==> src/rtl/core/ordered_list_store_unit_assert.svh <==
// ----------------------------------------------------------------------------
// Ordered list store assertion macros
// Concurrent check macros that the top level uses; empty when ASSERT_OFF is set.
// ----------------------------------------------------------------------------
`ifndef ORDERED_LIST_STORE_UNIT_ASSERT_SVH
`define ORDERED_LIST_STORE_UNIT_ASSERT_SVH

`ifndef ASSERT_OFF

`define OLS_ASSERT_ALWAYS(lbl, clk, rst, cond) \
   lbl: assert property (@(posedge clk) disable iff (rst) (cond)) \
      else $error("ordered list store check failed");

`define OLS_ASSERT_IMPLIES(lbl, clk, rst, ante, cons) \
   lbl: assert property (@(posedge clk) disable iff (rst) (ante) |-> (cons)) \
      else $error("ordered list store check failed");

`define OLS_ASSERT_NEXT(lbl, clk, rst, ante, cons) \
   lbl: assert property (@(posedge clk) disable iff (rst) (ante) |=> (cons)) \
      else $error("ordered list store check failed");

`else

`define OLS_ASSERT_ALWAYS(lbl, clk, rst, cond)

`define OLS_ASSERT_IMPLIES(lbl, clk, rst, ante, cons)

`define OLS_ASSERT_NEXT(lbl, clk, rst, ante, cons)

`endif

`endif

==> src/rtl/core/ols_pkg.sv <==
`timescale 1ns / 1ps
// ----------------------------------------------------------------------------
// Ordered list store package
// Sizes, request and status codes, shared types and index arithmetic.
// ----------------------------------------------------------------------------
package ols_pkg;

   localparam int CAPACITY      = 16;
   localparam int IDX_W         = (CAPACITY > 1) ? $clog2(CAPACITY) : 1;
   localparam int CNT_W         = $clog2(CAPACITY + 1);
   localparam int VALUE_W       = 32;
   localparam int COUNT_FIELD_W = 5;
   localparam int TYPE_W        = 2;
   localparam int STATUS_W      = 2;
   localparam int REQ_TDATA_W   = ((VALUE_W + 7) / 8) * 8;
   localparam int RSP_TDATA_W   = ((VALUE_W + COUNT_FIELD_W + 7) / 8) * 8;
   localparam int RSP_PAD_W     = RSP_TDATA_W - VALUE_W - COUNT_FIELD_W;

   localparam logic [CNT_W-1:0] CAPACITY_CNT = CNT_W'(CAPACITY);
   localparam logic [IDX_W-1:0] LAST_IDX     = IDX_W'(CAPACITY - 1);

   localparam logic [TYPE_W-1:0] REQ_FRONT  = 2'd0;
   localparam logic [TYPE_W-1:0] REQ_BACK   = 2'd1;
   localparam logic [TYPE_W-1:0] REQ_DELETE = 2'd2;
   localparam logic [TYPE_W-1:0] REQ_DUMP   = 2'd3;

   localparam logic [STATUS_W-1:0] STAT_OK        = 2'd0;
   localparam logic [STATUS_W-1:0] STAT_EMPTY     = 2'd1;
   localparam logic [STATUS_W-1:0] STAT_NOT_FOUND = 2'd2;
   localparam logic [STATUS_W-1:0] STAT_FULL      = 2'd3;

   typedef struct packed {
      logic               wr_en;
      logic [IDX_W-1:0]   wr_addr;
      logic [VALUE_W-1:0] wr_data;
      logic               rd_en;
      logic [IDX_W-1:0]   rd_addr;
   } mem_req_type;

   typedef struct packed {
      logic             busy;
      logic [CNT_W-1:0] count;
   } ctrl_status_type;

   // physical slot of a list position in the circular entry memory
   function automatic logic [IDX_W-1:0] wrap_idx(input logic [IDX_W-1:0] head,
                                                 input logic [IDX_W-1:0] pos);
      logic [IDX_W:0] sum;
      sum = {1'b0, head} + {1'b0, pos};
      if (sum >= (IDX_W + 1)'(CAPACITY)) begin
         sum = sum - (IDX_W + 1)'(CAPACITY);
      end
      return sum[IDX_W-1:0];
   endfunction

endpackage

==> src/rtl/core/ols_mem.sv <==
`timescale 1ns / 1ps
// ----------------------------------------------------------------------------
// Ordered list store entry memory
// One write port and one registered read port; read data holds between reads.
// ----------------------------------------------------------------------------
module ols_mem (
   input  logic                             clock,
   input  ols_pkg::mem_req_type             mem_req,
   output logic [ols_pkg::VALUE_W-1:0]      rd_data
);

   logic [ols_pkg::VALUE_W-1:0] entries_ff [ols_pkg::CAPACITY];
   logic [ols_pkg::VALUE_W-1:0] rd_data_ff;

   always_ff @(posedge clock) begin
      if (mem_req.wr_en) begin
         entries_ff[mem_req.wr_addr] <= mem_req.wr_data;
      end
      if (mem_req.rd_en) begin
         rd_data_ff <= entries_ff[mem_req.rd_addr];
      end
   end

   assign rd_data = rd_data_ff;

endmodule

==> src/rtl/core/ols_ctrl.sv <==
`timescale 1ns / 1ps
// ----------------------------------------------------------------------------
// Ordered list store sequencer
// Runs insert, search, compaction and dump over the entry memory and holds
// the result word register.
// ----------------------------------------------------------------------------
module ols_ctrl (
   input  logic                                 clock,
   input  logic                                 reset,
   input  logic                                 req_tvalid,
   output logic                                 req_tready,
   input  logic [ols_pkg::TYPE_W-1:0]           req_type,
   input  logic [ols_pkg::VALUE_W-1:0]          req_value,
   output logic                                 rsp_tvalid,
   input  logic                                 rsp_tready,
   output logic [ols_pkg::STATUS_W-1:0]         rsp_status,
   output logic [ols_pkg::VALUE_W-1:0]          rsp_element_value,
   output logic                                 rsp_last,
   output logic [ols_pkg::COUNT_FIELD_W-1:0]    rsp_entry_count,
   output ols_pkg::mem_req_type                 mem_req,
   input  logic [ols_pkg::VALUE_W-1:0]          mem_rd_data,
   output ols_pkg::ctrl_status_type             ctrl_status
);

   localparam logic [1:0] ST_IDLE   = 2'd0;
   localparam logic [1:0] ST_SEARCH = 2'd1;
   localparam logic [1:0] ST_SHIFT  = 2'd2;
   localparam logic [1:0] ST_DUMP   = 2'd3;

   logic [1:0]                          state_ff, state_in;
   logic [ols_pkg::CNT_W-1:0]           count_ff, count_in;
   logic [ols_pkg::IDX_W-1:0]           head_ff, head_in;
   logic [ols_pkg::CNT_W-1:0]           rd_idx_ff, rd_idx_in;
   logic [ols_pkg::IDX_W-1:0]           chk_idx_ff, chk_idx_in;
   logic [ols_pkg::IDX_W-1:0]           wr_idx_ff, wr_idx_in;
   logic                                pend_ff, pend_in;
   logic [ols_pkg::VALUE_W-1:0]         value_ff, value_in;
   logic                                out_valid_ff, out_valid_in;
   logic [ols_pkg::STATUS_W-1:0]        out_status_ff, out_status_in;
   logic [ols_pkg::VALUE_W-1:0]         out_elem_ff, out_elem_in;
   logic                                out_last_ff, out_last_in;
   logic [ols_pkg::COUNT_FIELD_W-1:0]   out_count_ff, out_count_in;

   logic                                out_free;
   logic                                rd_issue;
   logic [ols_pkg::IDX_W-1:0]           rd_pos;
   logic                                chk_last;
   logic [ols_pkg::IDX_W-1:0]           front_head;

   assign out_free   = !out_valid_ff || rsp_tready;
   assign rd_issue   = rd_idx_ff < count_ff;
   assign rd_pos     = rd_idx_ff[ols_pkg::IDX_W-1:0];
   assign chk_last   = (ols_pkg::CNT_W'(chk_idx_ff) + ols_pkg::CNT_W'(1)) == count_ff;
   assign front_head = (head_ff == '0) ? ols_pkg::LAST_IDX
                                       : head_ff - ols_pkg::IDX_W'(1);
   assign req_tready = (state_ff == ST_IDLE) && out_free;

   always_comb begin
      state_in      = state_ff;
      count_in      = count_ff;
      head_in       = head_ff;
      rd_idx_in     = rd_idx_ff;
      chk_idx_in    = chk_idx_ff;
      wr_idx_in     = wr_idx_ff;
      pend_in       = pend_ff;
      value_in      = value_ff;
      out_valid_in  = out_valid_ff && !rsp_tready;
      out_status_in = out_status_ff;
      out_elem_in   = out_elem_ff;
      out_last_in   = out_last_ff;
      out_count_in  = out_count_ff;
      mem_req       = '0;

      unique case (state_ff)
         ST_IDLE: begin
            if (req_tvalid && req_tready) begin
               out_elem_in = '0;
               out_last_in = 1'b1;
               unique case (req_type) inside
                  ols_pkg::REQ_FRONT, ols_pkg::REQ_BACK: begin
                     out_valid_in = 1'b1;
                     if (count_ff >= ols_pkg::CAPACITY_CNT) begin
                        out_status_in = ols_pkg::STAT_FULL;
                        out_count_in  = ols_pkg::COUNT_FIELD_W'(count_ff);
                     end else begin
                        mem_req.wr_en   = 1'b1;
                        mem_req.wr_data = req_value;
                        if (req_type == ols_pkg::REQ_FRONT) begin
                           mem_req.wr_addr = front_head;
                           head_in         = front_head;
                        end else begin
                           mem_req.wr_addr = ols_pkg::wrap_idx(head_ff,
                              count_ff[ols_pkg::IDX_W-1:0]);
                        end
                        count_in      = count_ff + ols_pkg::CNT_W'(1);
                        out_status_in = ols_pkg::STAT_OK;
                        out_count_in  = ols_pkg::COUNT_FIELD_W'(count_in);
                     end
                  end
                  ols_pkg::REQ_DELETE, ols_pkg::REQ_DUMP: begin
                     if (count_ff == '0) begin
                        out_valid_in  = 1'b1;
                        out_status_in = ols_pkg::STAT_EMPTY;
                        out_count_in  = '0;
                     end else begin
                        value_in  = req_value;
                        rd_idx_in = '0;
                        pend_in   = 1'b0;
                        state_in  = (req_type == ols_pkg::REQ_DELETE) ? ST_SEARCH
                                                                      : ST_DUMP;
                     end
                  end
                  default: begin
                     state_in = ST_IDLE;
                  end
               endcase
            end
         end
         ST_SEARCH: begin
            if (out_free) begin
               // stream reads in list order, compare each word as its registered read data returns
               mem_req.rd_en   = rd_issue;
               mem_req.rd_addr = ols_pkg::wrap_idx(head_ff, rd_pos);
               pend_in         = rd_issue;
               if (rd_issue) begin
                  rd_idx_in  = rd_idx_ff + ols_pkg::CNT_W'(1);
                  chk_idx_in = rd_pos;
               end
               if (pend_ff) begin
                  if (mem_rd_data == value_ff) begin
                     wr_idx_in = chk_idx_ff;
                     state_in  = ST_SHIFT;
                  end else if (chk_last) begin
                     out_valid_in  = 1'b1;
                     out_status_in = ols_pkg::STAT_NOT_FOUND;
                     out_elem_in   = '0;
                     out_last_in   = 1'b1;
                     out_count_in  = ols_pkg::COUNT_FIELD_W'(count_ff);
                     state_in      = ST_IDLE;
                  end
               end
            end
         end
         ST_SHIFT: begin
            if (out_free) begin
               // move each later entry down by one to close the gap
               mem_req.rd_en   = rd_issue;
               mem_req.rd_addr = ols_pkg::wrap_idx(head_ff, rd_pos);
               pend_in         = rd_issue;
               if (rd_issue) begin
                  rd_idx_in  = rd_idx_ff + ols_pkg::CNT_W'(1);
                  chk_idx_in = rd_pos;
               end
               if (pend_ff) begin
                  mem_req.wr_en   = 1'b1;
                  mem_req.wr_addr = ols_pkg::wrap_idx(head_ff, wr_idx_ff);
                  mem_req.wr_data = mem_rd_data;
                  wr_idx_in       = wr_idx_ff + ols_pkg::IDX_W'(1);
               end else begin
                  count_in      = count_ff - ols_pkg::CNT_W'(1);
                  out_valid_in  = 1'b1;
                  out_status_in = ols_pkg::STAT_OK;
                  out_elem_in   = '0;
                  out_last_in   = 1'b1;
                  out_count_in  = ols_pkg::COUNT_FIELD_W'(count_in);
                  state_in      = ST_IDLE;
               end
            end
         end
         ST_DUMP: begin
            if (out_free) begin
               mem_req.rd_en   = rd_issue;
               mem_req.rd_addr = ols_pkg::wrap_idx(head_ff, rd_pos);
               pend_in         = rd_issue;
               if (rd_issue) begin
                  rd_idx_in  = rd_idx_ff + ols_pkg::CNT_W'(1);
                  chk_idx_in = rd_pos;
               end
               if (pend_ff) begin
                  out_valid_in  = 1'b1;
                  out_status_in = ols_pkg::STAT_OK;
                  out_elem_in   = mem_rd_data;
                  out_last_in   = chk_last;
                  out_count_in  = ols_pkg::COUNT_FIELD_W'(count_ff);
                  if (chk_last) begin
                     state_in = ST_IDLE;
                  end
               end
            end
         end
         default: begin
            state_in = ST_IDLE;
         end
      endcase
   end

   always_ff @(posedge clock) begin
      if (reset) begin
         state_ff     <= ST_IDLE;
         count_ff     <= '0;
         head_ff      <= '0;
         rd_idx_ff    <= '0;
         chk_idx_ff   <= '0;
         wr_idx_ff    <= '0;
         pend_ff      <= 1'b0;
         out_valid_ff <= 1'b0;
      end else begin
         state_ff     <= state_in;
         count_ff     <= count_in;
         head_ff      <= head_in;
         rd_idx_ff    <= rd_idx_in;
         chk_idx_ff   <= chk_idx_in;
         wr_idx_ff    <= wr_idx_in;
         pend_ff      <= pend_in;
         out_valid_ff <= out_valid_in;
      end
   end

   always_ff @(posedge clock) begin
      value_ff      <= value_in;
      out_status_ff <= out_status_in;
      out_elem_ff   <= out_elem_in;
      out_last_ff   <= out_last_in;
      out_count_ff  <= out_count_in;
   end

   assign rsp_tvalid        = out_valid_ff;
   assign rsp_status        = out_status_ff;
   assign rsp_element_value = out_elem_ff;
   assign rsp_last          = out_last_ff;
   assign rsp_entry_count   = out_count_ff;

   assign ctrl_status.busy  = (state_ff != ST_IDLE);
   assign ctrl_status.count = count_ff;

endmodule

==> src/rtl/core/ordered_list_store_unit.sv <==
`timescale 1ns / 1ps
// Insert response words are registered at accept. A delete searches to the
// match, then moves each entry behind it down by one; a dump gives one word per
// cycle while the response side accepts. Throughput: inserts 1 per cycle while
// the response side accepts; delete and dump use the single read port of the
// entry memory and hold off new requests until done. Reset: count and head
// clear at once; entry memory keeps its contents and needs no clearing pass.
// ----------------------------------------------------------------------------
// Ordered list store unit
// Bounded ordered list of signed words held in a circular entry memory.
// ----------------------------------------------------------------------------
`include "ordered_list_store_unit_assert.svh"

module ordered_list_store_unit (
   input  logic                                clock,
   input  logic                                reset,
   input  logic                                req_tvalid,
   output logic                                req_tready,
   // [31:0] value
   input  logic [ols_pkg::REQ_TDATA_W-1:0]     req_tdata,
   // [1:0] req_type
   input  logic [ols_pkg::TYPE_W-1:0]          req_tuser,
   output logic                                rsp_tvalid,
   input  logic                                rsp_tready,
   // [31:0] element_value, [36:32] entry_count, rest zero
   output logic [ols_pkg::RSP_TDATA_W-1:0]     rsp_tdata,
   // [1:0] status
   output logic [ols_pkg::STATUS_W-1:0]        rsp_tuser,
   output logic                                rsp_tlast
);

   ols_pkg::mem_req_type                 mem_req;
   ols_pkg::ctrl_status_type             ctrl_status;
   logic [ols_pkg::VALUE_W-1:0]          mem_rd_data;
   logic [ols_pkg::VALUE_W-1:0]          rsp_element_value;
   logic [ols_pkg::COUNT_FIELD_W-1:0]    rsp_entry_count;

   ols_mem u_mem (
      .clock   (clock),
      .mem_req (mem_req),
      .rd_data (mem_rd_data)
   );

   ols_ctrl u_ctrl (
      .clock             (clock),
      .reset             (reset),
      .req_tvalid        (req_tvalid),
      .req_tready        (req_tready),
      .req_type          (req_tuser),
      .req_value         (req_tdata[ols_pkg::VALUE_W-1:0]),
      .rsp_tvalid        (rsp_tvalid),
      .rsp_tready        (rsp_tready),
      .rsp_status        (rsp_tuser),
      .rsp_element_value (rsp_element_value),
      .rsp_last          (rsp_tlast),
      .rsp_entry_count   (rsp_entry_count),
      .mem_req           (mem_req),
      .mem_rd_data       (mem_rd_data),
      .ctrl_status       (ctrl_status)
   );

   assign rsp_tdata = {{ols_pkg::RSP_PAD_W{1'b0}}, rsp_entry_count, rsp_element_value};

   `OLS_ASSERT_ALWAYS(a_count_bound, clock, reset, ctrl_status.count <= ols_pkg::CAPACITY_CNT)
   `OLS_ASSERT_IMPLIES(a_no_rw_same_slot, clock, reset, mem_req.wr_en && mem_req.rd_en, mem_req.wr_addr != mem_req.rd_addr)
   `OLS_ASSERT_IMPLIES(a_accept_slot_free, clock, reset, req_tvalid && req_tready, !rsp_tvalid || rsp_tready)
   `OLS_ASSERT_NEXT(a_busy_after_walk, clock, reset, req_tvalid && req_tready && (req_tuser == ols_pkg::REQ_DUMP) && (ctrl_status.count != '0), ctrl_status.busy)

endmodule

==> config.mk <==
export PLATFORM = sky130hd
export DESIGN_NAME = ordered_list_store_unit
export DESIGN_NICKNAME = d
export VERILOG_FILES = /design/src/rtl/core/ols_pkg.sv /design/src/rtl/core/ols_mem.sv /design/src/rtl/core/ols_ctrl.sv /design/src/rtl/core/ordered_list_store_unit.sv
export VERILOG_INCLUDE_DIRS = /design/src /design/src/rtl/core
export SDC_FILE = /design/constraint.sdc
export NUM_CORES = 1
export LEC_CHECK = 0
export BUFFER_PORTS_ARGS = -buffer_cell sky130_fd_sc_hd__buf_4
export CAP_MARGIN = 0
export CORE_MARGIN = 2
export CORE_UTILIZATION = 40
export DETAILED_ROUTE_END_ITERATION = 10
export PLACE_DENSITY_LB_ADDON = 0.08
export REMOVE_ABC_BUFFERS = 1
export SETUP_SLACK_MARGIN = 0.2
export SYNTH_ARGS = -nofsm -noshare
export SYNTH_HDL_FRONTEND = slang
export SYNTH_SLANG_ARGS = --single-unit
export TNS_END_PERCENT = 1
==> constraint.sdc <==
create_clock -name clock -period 9.4 [get_ports clock]
set_clock_uncertainty 0.05 [all_clocks]
set_input_delay 0.94 -clock clock [delete_from_list [all_inputs] [get_ports clock]]
set_output_delay 0.94 -clock clock [all_outputs]
set_load 0.02 [all_outputs]
# Word-level counts from Yosys, hierarchy flattened
# Memories as Yosys holds them, arrays and structs flattened. A register that Yosys moved wholly into a read port is not among the register bits.
# Index checks and enable logic that the tools add are counted.
# classes
addsub,12
multipliers,0
div,0
order_cmp,5
n_eq_ne,28
shift,0
muxes,104
bitwise_logic,2
n_reduce_logical,26
# ops
operator,count
$mux 32,9
$mux 37,4
$pmux 32 s4,1
$mux 5,19
$pmux 37 s2,1
$mux 42,1
$mux 2,20
$mux 4,10
$pmux 5 s2,4
$eq 32x32->1,1
$mux 1,25
$ge 5x5->1 const B,4
$ne 2x1->1 const B,10
$pmux 5 s4,1
$reduce_and 9->1,2
$pmux 2 s4,2
$sub 4x1->4 const B,4
$add 4x4->5,3
$reduce_and 5->1,3
$ne 2x2->1 const B,7
$reduce_and 11->1,1
$add 5x1->5 const B,2
$ne 3x3->1 const B,3
$eq 2x2->1 const B,4
other kinds (23),36
# word_totals
reg_bits,98
latchBits,0
mem_bits_rw,512
mem_bits_ro,0
input_bits,38
out_inout_bits,45
wordCells,191
mem_count,1
# mem_list
memory,words,word_bits,rd,rd_ports_with_merged_regs,write_ports,line_no,rtl
u_mem.entries_ff,16,32,1,1,1,ols_mem.sv:12,logic [ols_pkg::VALUE_W-1:0] entries_ff [ols_pkg::CAPACITY];

# Longest topological paths before layout
# logic_depth
ltp_word,10
ltp_mapped,11
ltp_nobuf,9

# By module
# From an unflattened synthesis, not the netlist that was laid out.
# unflattened
cells_unflattened,1341
hier_area_um2,25595.8
# modules_own_cells
module,instances,cells_per_inst,area_each_um2,seq_area_each_um2
ols_mem,1,838,20156.8,16335.7
ols_ctrl,1,499,5412.7,2682.6
ordered_list_store_unit,1,4,26.3,0.0

# Worst setup path before layout
# OpenSTA, ideal clock, no wires.
# synth_timing
path_kind,input-to-reg
from,input req_tuser[1] (netlist name)
to,memory u_mem.entries_ff[0][0] (netlist name) (enable)
setup_time_ns,0.461
t_arrival_ns,4.325
required_time_ns,8.889
slack_ns,4.564
stages,8
path_buffers,2
path_cell_list,clkbuf_1 -> nor2_1 -> and4_1 -> clkbuf_1 -> a22o_1 -> a21oi_1 -> nand2_1 -> nor3_1
# synth_via
elab_chain_len,7
word_cells_on_any_way,10
classes_between,eq/ne: 1; mux: 7; reduce/logical: 2
# synth_lines
item,line_no,rtl
"start, declared",ordered_list_store_unit.sv:22,"input logic [ols_pkg::TYPE_W-1:0] req_tuser,"
$eq 2x1->1 (no source line) / $logic_not 2->1 (equally long branches),--,
$reduce_or 2->1,ols_ctrl.sv:79,unique case (req_type) inside
$mux 37 (*),ols_ctrl.sv:79,
$mux 37 (*),ols_ctrl.sv:76,if (req_tvalid && req_tready) begin
$pmux 37 s2 (*),ols_ctrl.sv:74,unique case (state_ff)
$mux 1,ols_mem.sv:16,if (mem_req.wr_en) begin
$mux 1 (implied by the code),ols_mem.sv:17,entries_ff[mem_req.wr_addr] <= mem_req.wr_data;
"end, declared",ols_mem.sv:12,
# Mark *: on every way between the ends. The rest lies on a longest branch, timed or not.

# Final worst setup path
# layout_timing
from,register u_ctrl.state_ff[0]
to,register u_mem.rd_data_ff (netlist bit u_mem.rd_data[11]) (read register of u_mem.entries_ff) (data pin)
# layout_via
elab_chain_len,3
word_cells_on_any_way,5
classes_between,eq/ne: 3; mux: 1; reduce/logical: 1
# layout_lines
item,line_no,rtl
"start, declared",ols_ctrl.sv:30,"logic [1:0] state_ff, state_in;"
"start signal, assigned",ols_ctrl.sv:208,state_ff <= state_in;
$eq 2x1->1 / $eq 2x2->1 (equally long branches),ols_ctrl.sv:74,
$reduce_or 2->1 (no source line),--,
$pmux 5 s2 (*),ols_ctrl.sv:74,
"end, declared",ols_mem.sv:13,logic [ols_pkg::VALUE_W-1:0] rd_data_ff;
# Marked as above.
# A chain may end at the register's enable or synchronous reset.

==> impl_results.md <==
* Status: completed
* Peak VDD IR at 145 µV
* Synth cell types at 65
* Fmax at roughly 220 MHz
* Largest net degree at the start of global routing at between 150 and 200
* Final hold violation count at 0
* Final #Nets at 1896
* Initial DRC Count at 1330
* Tot Pwr at 7.89 mW
* Post-Place Setup Slack at 4.82 ns
* I/O Buffers at 79
* Post-synth EDFFs at 616
* Detailed Place HPWL at 39.5 mm
* Routed vias at 15200
* Clock buffer depth at 3
* Slew HR at 17.6%
* DRC at 0
* RSZ-0062 raised after global routing: false
* LEAKAGE at 11.3 nW
* CTS tree: built
* Worst setup SP type: flop
* CTS root buf: clkbuf_16
* Max Fanout on Critical Path at 46
* Worst slew pin tran at 1.22 ns
* Final min period at 4.49 ns
* Die area at 0.0697 mm²
* GPL Wtd Cong at around 0.80
* Max-cap viol count at 0
* Vias in the first global route at between 15000 and 20000
* Hold Crit Class: flop to flop
* Yosys warns at 0
* IO Pins at 83
* Antenna Nets Post-Route at 0
* Post-route cell area at 0.0308 mm²
* Latest clock arrival within the worst-skew pair at 0.60 ns
* FFs w/ async S/R, synth at 0%
* Core box area at 0.0670 mm²
* Post-DP Area at about 0.029 mm²
* CP arrival at 4.76 ns
* Post-CTS setup buffers at 0
* Tot GR Track Use at around 20%
* Die Wd at 264 µm
* Row cnt at 95
* Area of the mapped netlist at ~0.027 mm²
* Die Height at 264 µm
* Req. time, crit path at around 9.7 ns
* Grt ovf at 0
* Worst setup path class: flop to flop
* Initial core utilization at 40.3%
* Area growth, synth to finish at 13.8%
* Core Util, Final at 45.9%
* CTS clk-pin slew, worst paths at 0.06 ns
* Main synth FF type: edfxtp_1
* Syn avg cell area at approximately 15 µm²
* Pwr dens at 256 mW/mm²
* Clock Sinks at 642
* Final Cycle Share at approximately 48%
* WL final at approximately 70 mm
* Slew Viols, Final at 0
* Hold_buf cts at 0
* Crit end category: flop
* Synth Instances at about 1800
* Initial antenna violation count at 1
* Post-CTS sizing at 0
* First-pass GRT wire length at a little over 100 mm
* Sequential area share after synthesis at 70.3%
* CTS Buf Count at 71
* Wire per inst at around 25 µm
* # setup viols final at 0
* Diode count at 0
* Htree depth at 3
* #FFs+latches synth at 642
* Via density at 5.50
* Drt first pass iters at 5
* Final Worst Setup Slack at 4.91 ns
* Share of cells above drive strength 1 at 13.1%
## sequential cells by signal (all words and copies together), names as in the netlist, 4 cells and up
| name | cells |
|---|---|
| u_mem.entries_ff | 512 |
| u_ctrl.rsp_element_value | 32 |
| u_ctrl.value_ff | 32 |
| u_mem.rd_data | 32 |
| u_ctrl.count_ff | 5 |
| u_ctrl.rd_idx_ff | 5 |
| u_ctrl.rsp_entry_count | 5 |
| u_ctrl.chk_idx_ff | 4 |
| u_ctrl.head_ff | 4 |
| u_ctrl.wr_idx_ff | 4 |
## per-layer routing
layer,global-route usage (%),wire [µm],up-vias
li1,-,-,7010
met1,28.3,32300,7764
met2,32.6,33000,334
met3,2.80,3190,77
met4,4.91,1100,0
met5,0,0,-
## worst max-delay path: stages (launching register included)
cell and delay, ns:
dfxtp_2 0.64, buf_4 0.56, or2_1 0.46, nand3_4 0.85, buf_4 0.75, mux2i_1 0.36, a21oi_1 0.10, mux2i_1 0.24
mux2i_1 0.15
## layout make-up
| cell class | count | area [µm²] |
|---|---|---|
| multi-input combinational | 992 | 7480 |
| inverter | 16 | 60.1 |
| tap | 873 | 1090 |
| clock inverter | 36 | 352 |
| fill | 5978 | 36300 |
| timing repair buffer | 113 | 861 |
| sequential | 642 | 19000 |
| clock buffer | 90 | 1910 |
## per-stage QoR
stage | instances | hold WS, ns | TNS (ns)
after floorplan | 1650 | 0.397 | -38.47
after global placement | 2636 | 0.415 | 0
after detailed placement | 2636 | 0.434 | 0
after CTS | 2762 | 0.441 | 0
after global routing | 2762 | 0.456 | 0
final | 2762 | 0.453 | 0
## cells in the mapped netlist, types with 2 or more instances
| cell type | instances | area (µm²) |
|---|---|---|
| nor3_1 | 12 | 60.1 |
| nor3b_1 | 3 | 22.5 |
| nor4_1 | 9 | 56.3 |
| dfxtp_1 | 26 | 521 |
| buf_2 | 24 | 120 |
| nand2b_1 | 8 | 50.1 |
| buf_1 | 5 | 18.8 |
| o211ai_1 | 2 | 15.0 |
| o21ai_0 | 20 | 100 |
| a221oi_1 | 3 | 26.3 |
| o31ai_1 | 4 | 30.0 |
| buf_6 | 23 | 259 |
| nor2b_1 | 128 | 801 |
| and3_1 | 35 | 219 |
| nand3b_1 | 3 | 22.5 |
| edfxtp_1 | 616 | 18500 |
| xnor2_1 | 17 | 149 |
| nand4_1 | 9 | 56.3 |
| a21o_1 | 6 | 45.0 |
| buf_4 | 5 | 37.5 |
| o22ai_1 | 3 | 18.8 |
| clkbuf_1 | 60 | 225 |
| fa_1 | 3 | 60.1 |
| nand3_1 | 15 | 75.1 |
| or2_2 | 3 | 18.8 |
| xor2_1 | 34 | 298 |
| inv_1 | 16 | 60.1 |
| ha_1 | 19 | 238 |
| or3_1 | 5 | 31.3 |
| a21oi_1 | 155 | 776 |
| mux2i_1 | 229 | 2290 |
| nand2_1 | 27 | 101 |
| o221ai_1 | 4 | 35.0 |
| a22o_1 | 34 | 298 |
| a22oi_1 | 2 | 15.0 |
| nor2_1 | 37 | 139 |
| a211oi_1 | 133 | 998 |
## path summary, 6_finish.rpt
path,start,to,slack [ns],cells past startpoint
setup / recovery,u_ctrl.state_ff[0],u_mem.rd_data[11],4.91,8
hold / removal,u_ctrl.rd_idx_ff[4],u_ctrl.rd_idx_ff[4],0.45,2
setup reg to reg,u_ctrl.state_ff[0],u_mem.rd_data[11],4.91,8
hold reg to reg,u_ctrl.rd_idx_ff[4],u_ctrl.rd_idx_ff[4],0.45,2
## kinds of logic (layout without fill, tap and decap cells)
group,after synthesis,count (layout),synth area share (%)
xor gates and xnor gates,51,51,1.65
AOI/OAI and AO/OA,382,382,9.26
buffers and inverters,133,255,2.67
muxes,230,230,8.56
adders and majority gates,22,22,1.10
DFF,642,642,70.3
other,1,3,0.0139
and+or+nand+nor,304,304,6.42
## placed cells by master (no fill, tap or decap), drive strengths merged, types with 4 or more instances in the layout
cell type / n
clkinvlp: 4
nand2: 27
bufinv: 6
o21ai: 21
nand3: 16
a211oi: 133
inv: 18
o31ai: 4
o221ai: 4
a22o: 34
nor4: 9
a21o: 6
xnor2: 17
o22ai: 4
or3: 5
or2: 5
mux2i: 229
nand2b: 8
nor3: 13
dfxtp: 26
nor2b: 129
xor2: 34
ha: 19
edfxtp: 616
clkbuf: 90
buf: 113
and3: 35
nor2: 38
clkinv: 24
a21oi: 155
nand4: 9
## report_power, final
part | internal (mW) | switching [mW] | leakage (nW) | total [mW]
clock | 1.61 | 1.11 | 1.09 | 2.71
sequential | 3.47 | 0.114 | 5.92 | 3.59
combinational | 0.473 | 1.11 | 4.31 | 1.59
total | 5.55 | 2.34 | 11.3 | 7.89
Note: power is estimated with default switching activity, not from simulation.
